==> src/hw/rtl/rth_pkg.sv <==
// ----------------------------------------------------------------------------
// rth_pkg: shared types and constants for the RGB to HSV converter
// Channel and hue widths, hue angle constants, sector codes and the sideband
// record that rides through the divider pipeline next to the hue quotient.
// ----------------------------------------------------------------------------
package rth_pkg;

  localparam int CHAN_W    = 8;      // one color channel
  localparam int HUE_W     = 15;     // hue in 1/64 degree
  localparam int HUE_SIXTH = 3840;   // 60 degrees
  localparam int HUE_TURN  = 23040;  // 360 degrees
  localparam int HNUM_W    = 20;     // 3840 * 255 fits in 20 bits
  localparam int SNUM_W    = 16;     // 255 * 255 fits in 16 bits
  localparam int QUO_W     = 12;     // hue quotient reaches 3840

  typedef enum logic [1:0] {
    SECTOR_RED,
    SECTOR_GREEN,
    SECTOR_BLUE
  } sector_t;

  typedef struct packed {
    logic              gray;    // delta is zero
    logic              neg;     // channel difference is negative
    sector_t           sector;
    logic [CHAN_W-1:0] bright;
  } hue_side_t;

  function automatic logic [HUE_W-1:0] sector_base(sector_t sec);
    logic [HUE_W-1:0] base;
    case (sec)
      SECTOR_RED:   base = '0;
      SECTOR_GREEN: base = HUE_W'(2 * HUE_SIXTH);
      SECTOR_BLUE:  base = HUE_W'(4 * HUE_SIXTH);
      default:      base = '0;
    endcase
    return base;
  endfunction

endpackage

==> src/hw/rtl/rgb_to_hsv_converter_core.sv <==
// ----------------------------------------------------------------------------
// rgb_to_hsv_converter_core: streaming RGB to HSV pixel converter
// Turns one 8-bit RGB pixel into hue (1/64 degree), saturation and value.
// ----------------------------------------------------------------------------
// The converter takes one pixel per clock while the output is not stalled, and
// returns the results in order, one result per pixel. The latency comes
// from two front stages (max/min/sector, then scaling of the numerators),
// twelve stages of the restoring divider that produces one quotient bit per
// stage for hue and saturation side by side, and the output register where
// the hue is folded onto its sector base. The pipeline moves as a whole: it
// holds whenever a result sits at the output and the receiver stalls, so
// rgb_stall is high exactly then; bubbles travel through and are not
// squeezed out. Value is the largest channel, saturation is
// floor(255*delta/max), and hue is base + 3840*diff/delta truncated toward
// zero, wrapped into 0..23039. Ties on the largest channel favor red, then
// green, then blue. A gray pixel gives hue 0 and saturation 0. There is no
// configuration and no internal state beyond the pipeline.
// ----------------------------------------------------------------------------
module rgb_to_hsv_converter_core (
  input  logic                           clk,
  input  logic                           rst,
  input  logic                           rgb_valid,
  output logic                           rgb_stall,
  input  logic [rth_pkg::CHAN_W-1:0]     red,
  input  logic [rth_pkg::CHAN_W-1:0]     green,
  input  logic [rth_pkg::CHAN_W-1:0]     blue,
  output logic                           hsv_valid,
  input  logic                           hsv_stall,
  output logic [rth_pkg::HUE_W-1:0]      hue,
  output logic [rth_pkg::CHAN_W-1:0]     saturation,
  output logic [rth_pkg::CHAN_W-1:0]     brightness
);

  localparam int CW    = rth_pkg::CHAN_W;
  localparam int HW    = rth_pkg::HUE_W;
  localparam int QW    = rth_pkg::QUO_W;
  localparam int SIDEW = $bits(rth_pkg::hue_side_t);
  localparam int DEPTH = 2 + QW + 1;

  // Whole-pipeline advance: hold everything while the output is stalled.
  logic adv;
  logic [DEPTH-1:0] vld;

  assign adv       = ~(vld[DEPTH-1] & hsv_stall);
  assign rgb_stall = ~adv;
  assign hsv_valid = vld[DEPTH-1];

  // Valid bits travel with the data, one per stage.
  always_ff @(posedge clk) begin
    if (rst) begin
      vld <= '0;
    end else if (adv) begin
      vld <= {vld[DEPTH-2:0], rgb_valid};
    end
  end

  // --------------------------------------------------------------------------
  // Stage 1: pick the largest channel and its sector, the smallest channel,
  // and the signed channel difference for the hue.
  // --------------------------------------------------------------------------
  rth_pkg::sector_t sec_c;
  logic [CW-1:0]    hi_c;
  logic [CW-1:0]    lo_c;
  logic signed [CW:0] diff_c;
  logic [CW:0]      diff_abs_c;

  always_comb begin
    if (red >= green && red >= blue) begin
      sec_c  = rth_pkg::SECTOR_RED;
      hi_c   = red;
      diff_c = $signed({1'b0, green}) - $signed({1'b0, blue});
    end else if (green >= blue) begin
      sec_c  = rth_pkg::SECTOR_GREEN;
      hi_c   = green;
      diff_c = $signed({1'b0, blue}) - $signed({1'b0, red});
    end else begin
      sec_c  = rth_pkg::SECTOR_BLUE;
      hi_c   = blue;
      diff_c = $signed({1'b0, red}) - $signed({1'b0, green});
    end

    lo_c = red;
    if (green < lo_c) lo_c = green;
    if (blue < lo_c)  lo_c = blue;

    diff_abs_c = diff_c[CW] ? (CW+1)'(-diff_c) : diff_c;
  end

  rth_pkg::sector_t s1_sec;
  logic [CW-1:0]    s1_hi;
  logic [CW-1:0]    s1_delta;
  logic [CW-1:0]    s1_mag;
  logic             s1_neg;

  always_ff @(posedge clk) begin
    if (adv) begin
      s1_sec   <= sec_c;
      s1_hi    <= hi_c;
      s1_delta <= hi_c - lo_c;
      s1_mag   <= diff_abs_c[CW-1:0];
      s1_neg   <= diff_c[CW];
    end
  end

  // --------------------------------------------------------------------------
  // Stage 2: scale the numerators with shift-and-subtract
  // (3840 = 4096 - 256, 255 = 256 - 1) and build the sideband record.
  // --------------------------------------------------------------------------
  logic [rth_pkg::HNUM_W-1:0] s2_num_h;
  logic [rth_pkg::SNUM_W-1:0] s2_num_s;
  logic [CW-1:0]              s2_delta;
  logic [CW-1:0]              s2_hi;
  rth_pkg::hue_side_t         s2_side;

  always_ff @(posedge clk) begin
    if (adv) begin
      s2_num_h       <= (rth_pkg::HNUM_W'(s1_mag) << 12) - (rth_pkg::HNUM_W'(s1_mag) << 8);
      s2_num_s       <= (rth_pkg::SNUM_W'(s1_delta) << 8) - rth_pkg::SNUM_W'(s1_delta);
      s2_delta       <= s1_delta;
      s2_hi          <= s1_hi;
      s2_side.gray   <= (s1_delta == '0);
      s2_side.neg    <= s1_neg;
      s2_side.sector <= s1_sec;
      s2_side.bright <= s1_hi;
    end
  end

  // --------------------------------------------------------------------------
  // Stages 3..14: two dividers in lockstep. Hue carries the sideband record;
  // saturation carries only the gray flag, since a gray pixel may have a zero
  // divisor and its quotient must be dropped.
  // --------------------------------------------------------------------------
  logic [QW-1:0]      quo_h;
  logic [QW-1:0]      quo_s;
  logic [SIDEW-1:0]   side_h_bits;
  logic               gray_s;
  rth_pkg::hue_side_t side_h;

  rth_div #(
    .NUM_W  (rth_pkg::HNUM_W),
    .DEN_W  (CW),
    .QUO_W  (QW),
    .SIDE_W (SIDEW)
  ) u_div_hue (
    .clk      (clk),
    .en       (adv),
    .num      (s2_num_h),
    .den      (s2_delta),
    .side_in  (s2_side),
    .quo      (quo_h),
    .side_out (side_h_bits)
  );

  rth_div #(
    .NUM_W  (rth_pkg::SNUM_W),
    .DEN_W  (CW),
    .QUO_W  (QW),
    .SIDE_W (1)
  ) u_div_sat (
    .clk      (clk),
    .en       (adv),
    .num      (s2_num_s),
    .den      (s2_hi),
    .side_in  (s2_side.gray),
    .quo      (quo_s),
    .side_out (gray_s)
  );

  assign side_h = rth_pkg::hue_side_t'(side_h_bits);

  // --------------------------------------------------------------------------
  // Output stage: add or subtract the quotient at the sector base, wrap a
  // negative hue by one full turn, drop both quotients for a gray pixel.
  // --------------------------------------------------------------------------
  logic [HW-1:0] base_c;
  logic [HW:0]   sub_c;
  logic [HW-1:0] hue_next;
  logic [CW-1:0] sat_next;

  always_comb begin
    base_c = rth_pkg::sector_base(side_h.sector);
    sub_c  = {1'b0, base_c} - (HW+1)'(quo_h);
    if (side_h.gray) begin
      hue_next = '0;
    end else if (!side_h.neg) begin
      hue_next = base_c + HW'(quo_h);
    end else if (sub_c[HW]) begin
      hue_next = HW'(sub_c + (HW+1)'(rth_pkg::HUE_TURN));
    end else begin
      hue_next = sub_c[HW-1:0];
    end
    sat_next = gray_s ? '0 : quo_s[CW-1:0];
  end

  always_ff @(posedge clk) begin
    if (adv) begin
      hue        <= hue_next;
      saturation <= sat_next;
      brightness <= side_h.bright;
    end
  end

endmodule

==> src/hw/rtl/rth_div.sv <==
// ----------------------------------------------------------------------------
// rth_div: pipelined restoring divider
// One quotient bit per register stage, most significant bit first. A sideband
// word travels alongside so the caller can keep item data aligned.
// ----------------------------------------------------------------------------
module rth_div #(
  parameter int NUM_W  = rth_pkg::HNUM_W,
  parameter int DEN_W  = rth_pkg::CHAN_W,
  parameter int QUO_W  = rth_pkg::QUO_W,
  parameter int SIDE_W = 1
) (
  input  logic              clk,
  input  logic              en,
  input  logic [NUM_W-1:0]  num,
  input  logic [DEN_W-1:0]  den,
  input  logic [SIDE_W-1:0] side_in,
  output logic [QUO_W-1:0]  quo,
  output logic [SIDE_W-1:0] side_out
);

  localparam int TW = ((NUM_W > DEN_W + QUO_W) ? NUM_W : DEN_W + QUO_W) + 1;

  logic [NUM_W-1:0]  rem_r  [QUO_W];
  logic [DEN_W-1:0]  den_r  [QUO_W];
  logic [QUO_W-1:0]  quo_r  [QUO_W];
  logic [SIDE_W-1:0] side_r [QUO_W];

  for (genvar i = 0; i < QUO_W; i++) begin : g_stage
    localparam int BIT = QUO_W - 1 - i;

    logic [NUM_W-1:0]  rem_cur;
    logic [DEN_W-1:0]  den_cur;
    logic [QUO_W-1:0]  quo_cur;
    logic [SIDE_W-1:0] side_cur;
    logic [TW-1:0]     trial;
    logic [QUO_W-1:0]  quo_nxt;

    if (i == 0) begin : g_first
      assign rem_cur  = num;
      assign den_cur  = den;
      assign quo_cur  = '0;
      assign side_cur = side_in;
    end else begin : g_next
      assign rem_cur  = rem_r[i-1];
      assign den_cur  = den_r[i-1];
      assign quo_cur  = quo_r[i-1];
      assign side_cur = side_r[i-1];
    end

    // trial subtract of the divisor aligned to this quotient bit
    assign trial = TW'(rem_cur) - (TW'(den_cur) << BIT);

    // set this stage's quotient bit on top of the bits found so far
    always_comb begin
      quo_nxt      = quo_cur;
      quo_nxt[BIT] = ~trial[TW-1];
    end

    always_ff @(posedge clk) begin
      if (en) begin
        rem_r[i]       <= trial[TW-1] ? rem_cur : trial[NUM_W-1:0];
        den_r[i]       <= den_cur;
        quo_r[i]       <= quo_nxt;
        side_r[i]      <= side_cur;
      end
    end
  end

  assign quo      = quo_r[QUO_W-1];
  assign side_out = side_r[QUO_W-1];

endmodule

==> config.mk <==
export PLATFORM = sky130hd
export DESIGN_NAME = rgb_to_hsv_converter_core
export DESIGN_NICKNAME = d
export VERILOG_FILES = /design/src/hw/rtl/rth_pkg.sv /design/src/hw/rtl/rgb_to_hsv_converter_core.sv /design/src/hw/rtl/rth_div.sv
export SDC_FILE = /design/constraint.sdc
export NUM_CORES = 2
export LEC_CHECK = 0
export CAP_MARGIN = 10
export CORE_MARGIN = 2
export CORE_UTILIZATION = 32
export CTS_CLUSTER_SIZE = 12
export DETAILED_ROUTE_END_ITERATION = 6
export DONT_BUFFER_PORTS = 1
export PLACE_DENSITY = 0.45
export SYNTH_ARGS = -nofsm -noshare
export SYNTH_HDL_FRONTEND = slang
export SYNTH_SLANG_ARGS = --single-unit
export TNS_END_PERCENT = 30
==> constraint.sdc <==
create_clock -name clk -period 34.9 [get_ports clk]
set_input_delay 5.235 -clock clk [delete_from_list [all_inputs] [get_ports clk]]
set_output_delay 5.235 -clock clk [all_outputs]
set_load 0.03 [all_outputs]
==> results_dict.tcl <==
set metrics [dict create \
    die_area_um2 124000 \
    finalSetupTns_ns 0 \
    setup_viol 0 \
    htreeDepth 3 \
    hold_viol 0 \
    syn-num-nets 3385 \
    start_util_pct 32.3 \
    maxSlewHeadroom_pct 25.2 \
    start_kind "input port" \
    synthMuxAreaShare_pct 3.02 \
    ir_drop_uv 40.0 \
    p_leak_nw 17.2 \
    rsz0062_at_grt "no" \
    core_um2 120000 \
    grt.total_usage_pct 11.0 \
    nFillCells 11600 \
    clk_pin_slew_ns 0.06 \
    critPathTopFamily "buffers and inverters" \
    met1_length_um 28800 \
    gr-total-overflow 0 \
    syn_inst 3094 \
    powerDensity_nw_per_um2 99.8 \
    nNetsFinal 3444 \
    grt_pass1_wl_um 114000 \
    synth-xor-area-share_pct 3.88 \
    rows 127 \
    finalCritPeriodShare_pct 33.4 \
    final_common_cell "edfxtp_1" \
    hold_path.startpoint "u_div_sat.rem_r[2][5]" \
    synth-compound-area-share_pct 9.73 \
    r2r_start "u_div_sat.rem_r[8][2]" \
    ys_seq_area_share_pct 60.8 \
    worstSkewPairLatency_ns 0.64 \
    path_cells "nand2_4 > inv_1" \
    hpwl_um 47900 \
    synth_area_leaders "edfxtp_1 60%, ha_1 7.6%, inv_1 3.4%" \
    skew_ns 0.0212 \
    met3_length_um 2480 \
    drt-wirelength-per-cell_um 14.1 \
    wl_um 68400 \
    vias 22300 \
    fp.dieW_um 352 \
    synth_top_area_share_pct 60.0 \
    grt_max_degree 205 \
    min_path_cells 0 \
    synth.distinct_cells 87 \
    cts_resized 0 \
    io_pins 61 \
    ant_nets 0 \
    finalInstanceArea_um2 43700 \
    clockBufferDepth 3 \
    syn_avg_cell_area_um2 12.6 \
    fp.dieH_um 352 \
    fin_cells 4835 \
    synth-main-ff-cell "edfxtp_1" \
    synthAdderAreaFrac_pct 9.00 \
    status "finished clean" \
    crit_required_ns 29.66 \
    synth_area_um2 38800 \
    cts.sinks 791 \
    hold_end "u_div_sat.rem_r[3][5]" \
    synth_top_family_by_area "compound AO/OA/AOI/OAI gates" \
    reg2regPathDepth 10 \
    multi_input_area_um2 13700 \
    route.met2.wl_um 35100 \
    min_path_type "flip-flop to flip-flop" \
    maxSlewViolCount 0 \
    grt_pass1_vias 23200 \
    antenna_found_initial 0 \
    drtIter0Drc 946 \
    cts_buffers 90 \
    crit_type "input port to output pin" \
    drt-pass1-iter-count 7 \
    maxCapViolations 0 \
    synth_edf_count 776 \
    clock.fmax_mhz 85.9 \
    drt-vias-per-instance 4.61 \
    drcViolationCount 0 \
    yosysWarnings 0 \
    yosys.area_share.simple_pct 9.71 \
    cts_post_setup_buffers_inserted 0 \
    dp.cells 4673 \
    end_kind "output pin" \
    worst_slack_ns 23.26 \
    cp_data_arrival_time_ns 6.41 \
    cp_slowest_stage_delay_ns 0.77 \
    antenna_cells 0 \
    post-route-util_pct 36.4 \
    cp_max_fo 66 \
    total_power_mw 4.36 \
    synth_top_area_cell "edfxtp_1" \
    synthToLayoutAreaGrowth_pct 12.5 \
    pre_cts_ws_ns 23.19 \
    cts-root-buf "clkbuf_16" \
    placed_area_um2 40800 \
    slowest_stage "inv_1" \
    worst_slew_pin_slew_ns 1.12 \
    r2r-end "u_div_sat.rem_r[9][7]" \
    cts_tree "yes" \
    synth-seq-cells 791 \
    cts_hold_buf 0 \
    top_layer "met4" \
    period_minus_slack_ns 11.64 \
    place_congestion 0.811 \
    path_buf_inv 1 \
    async_flop_share_pct 0 \
    startpoint "hsv_stall" \
    drive_above_1_share_pct 7.51 \
    reg2reg_slack_ns 31.58 \
    portBuffers 0 \
    most-common-layout-cells "776 x edfxtp_1, 350 x inv_1, 236 x ha_1" \
    seqCellArea_um2 23600 \
    whs_ns 0.404 \
]
-- power by group --
| part | switching [mW] | internal (mW) | total (mW) |
|---|---|---|---|
| registers | 0.238 | 1.61 | 1.85 |
| logic | 0.832 | 0.755 | 1.59 |
| clock network | 0.370 | 0.553 | 0.924 |
| total | 1.44 | 2.92 | 4.36 |
-- final cells by class --
cell class              instances  area share (%)
flip-flops and latches        791            54.0
multi-input cells            1908            31.5
clock buffers                 104            5.28
well taps                    1612            4.62
inverters                     351            3.02
clock inverters                58            1.36
repair buffers                 11           0.246
-- worst register-to-register path, cell delays in order, from the launching register on --
cell,delay (ns)
edfxtp_1,0.36
inv_1,0.09
ha_1,0.19
fa_1,0.21
nor2b_1,0.05
o21ai_0,0.25
a21boi_0,0.14
o21ai_0,0.27
a21oi_1,0.21
nor3_2,0.88
mux2_2,0.42
-- registers in the layout (all words and copies together) (netlist names), 12 cells and up --
name	count
hue	15
s2_num_h	12
s2_num_s	16
s2_side	12
u_div_hue.den_r	88
u_div_hue.quo_r	78
u_div_hue.rem_r	160
u_div_hue.side_r	75
u_div_sat.den_r	63
u_div_sat.quo_r	36
u_div_sat.rem_r	165
vld	15
-- cell usage after synthesis, types with 31 or more instances --
master      n
nor2b_1    72
nor3_1     78
o21ai_0   178
mux2_2     62
xnor2_1   110
a21o_1     37
nand3_1    31
nand2_1   170
ha_1      236
o21a_1     33
inv_1     350
a21boi_0   52
clkbuf_1   31
edfxtp_1  776
nor2_1    229
a21oi_1   156
mux2i_1    32
xor2_1     62
nand2b_1   35
-- metal layers --
metal,track usage (%),vias up
met2,20.4,303
met4,4.09,0
met3,2.20,132
li1,-,11300
met5,0,-
met1,12.4,10500
-- how the worst max path moves through the flow --
stage               depth (start not counted)       endpoint  slack [ns]
floorplan                                   2  brightness[0]        7.04
global placement                            2      rgb_stall       23.25
detailed placement                          2      rgb_stall       23.19
CTS                                         2      rgb_stall       23.18
global route                                2      rgb_stall       23.10
finish                                      2      rgb_stall       23.26
-- cells by family after synthesis --
family	Yosys count
flip-flops	791
adder cells (fa/ha/maj)	263
AND/OR/NAND/NOR	764
XOR/XNOR	172
buffers and inverters	395
AO/OA/AOI/OAI	604
multiplexers	105
No activity file was read; power rests on OpenSTA's default activity.
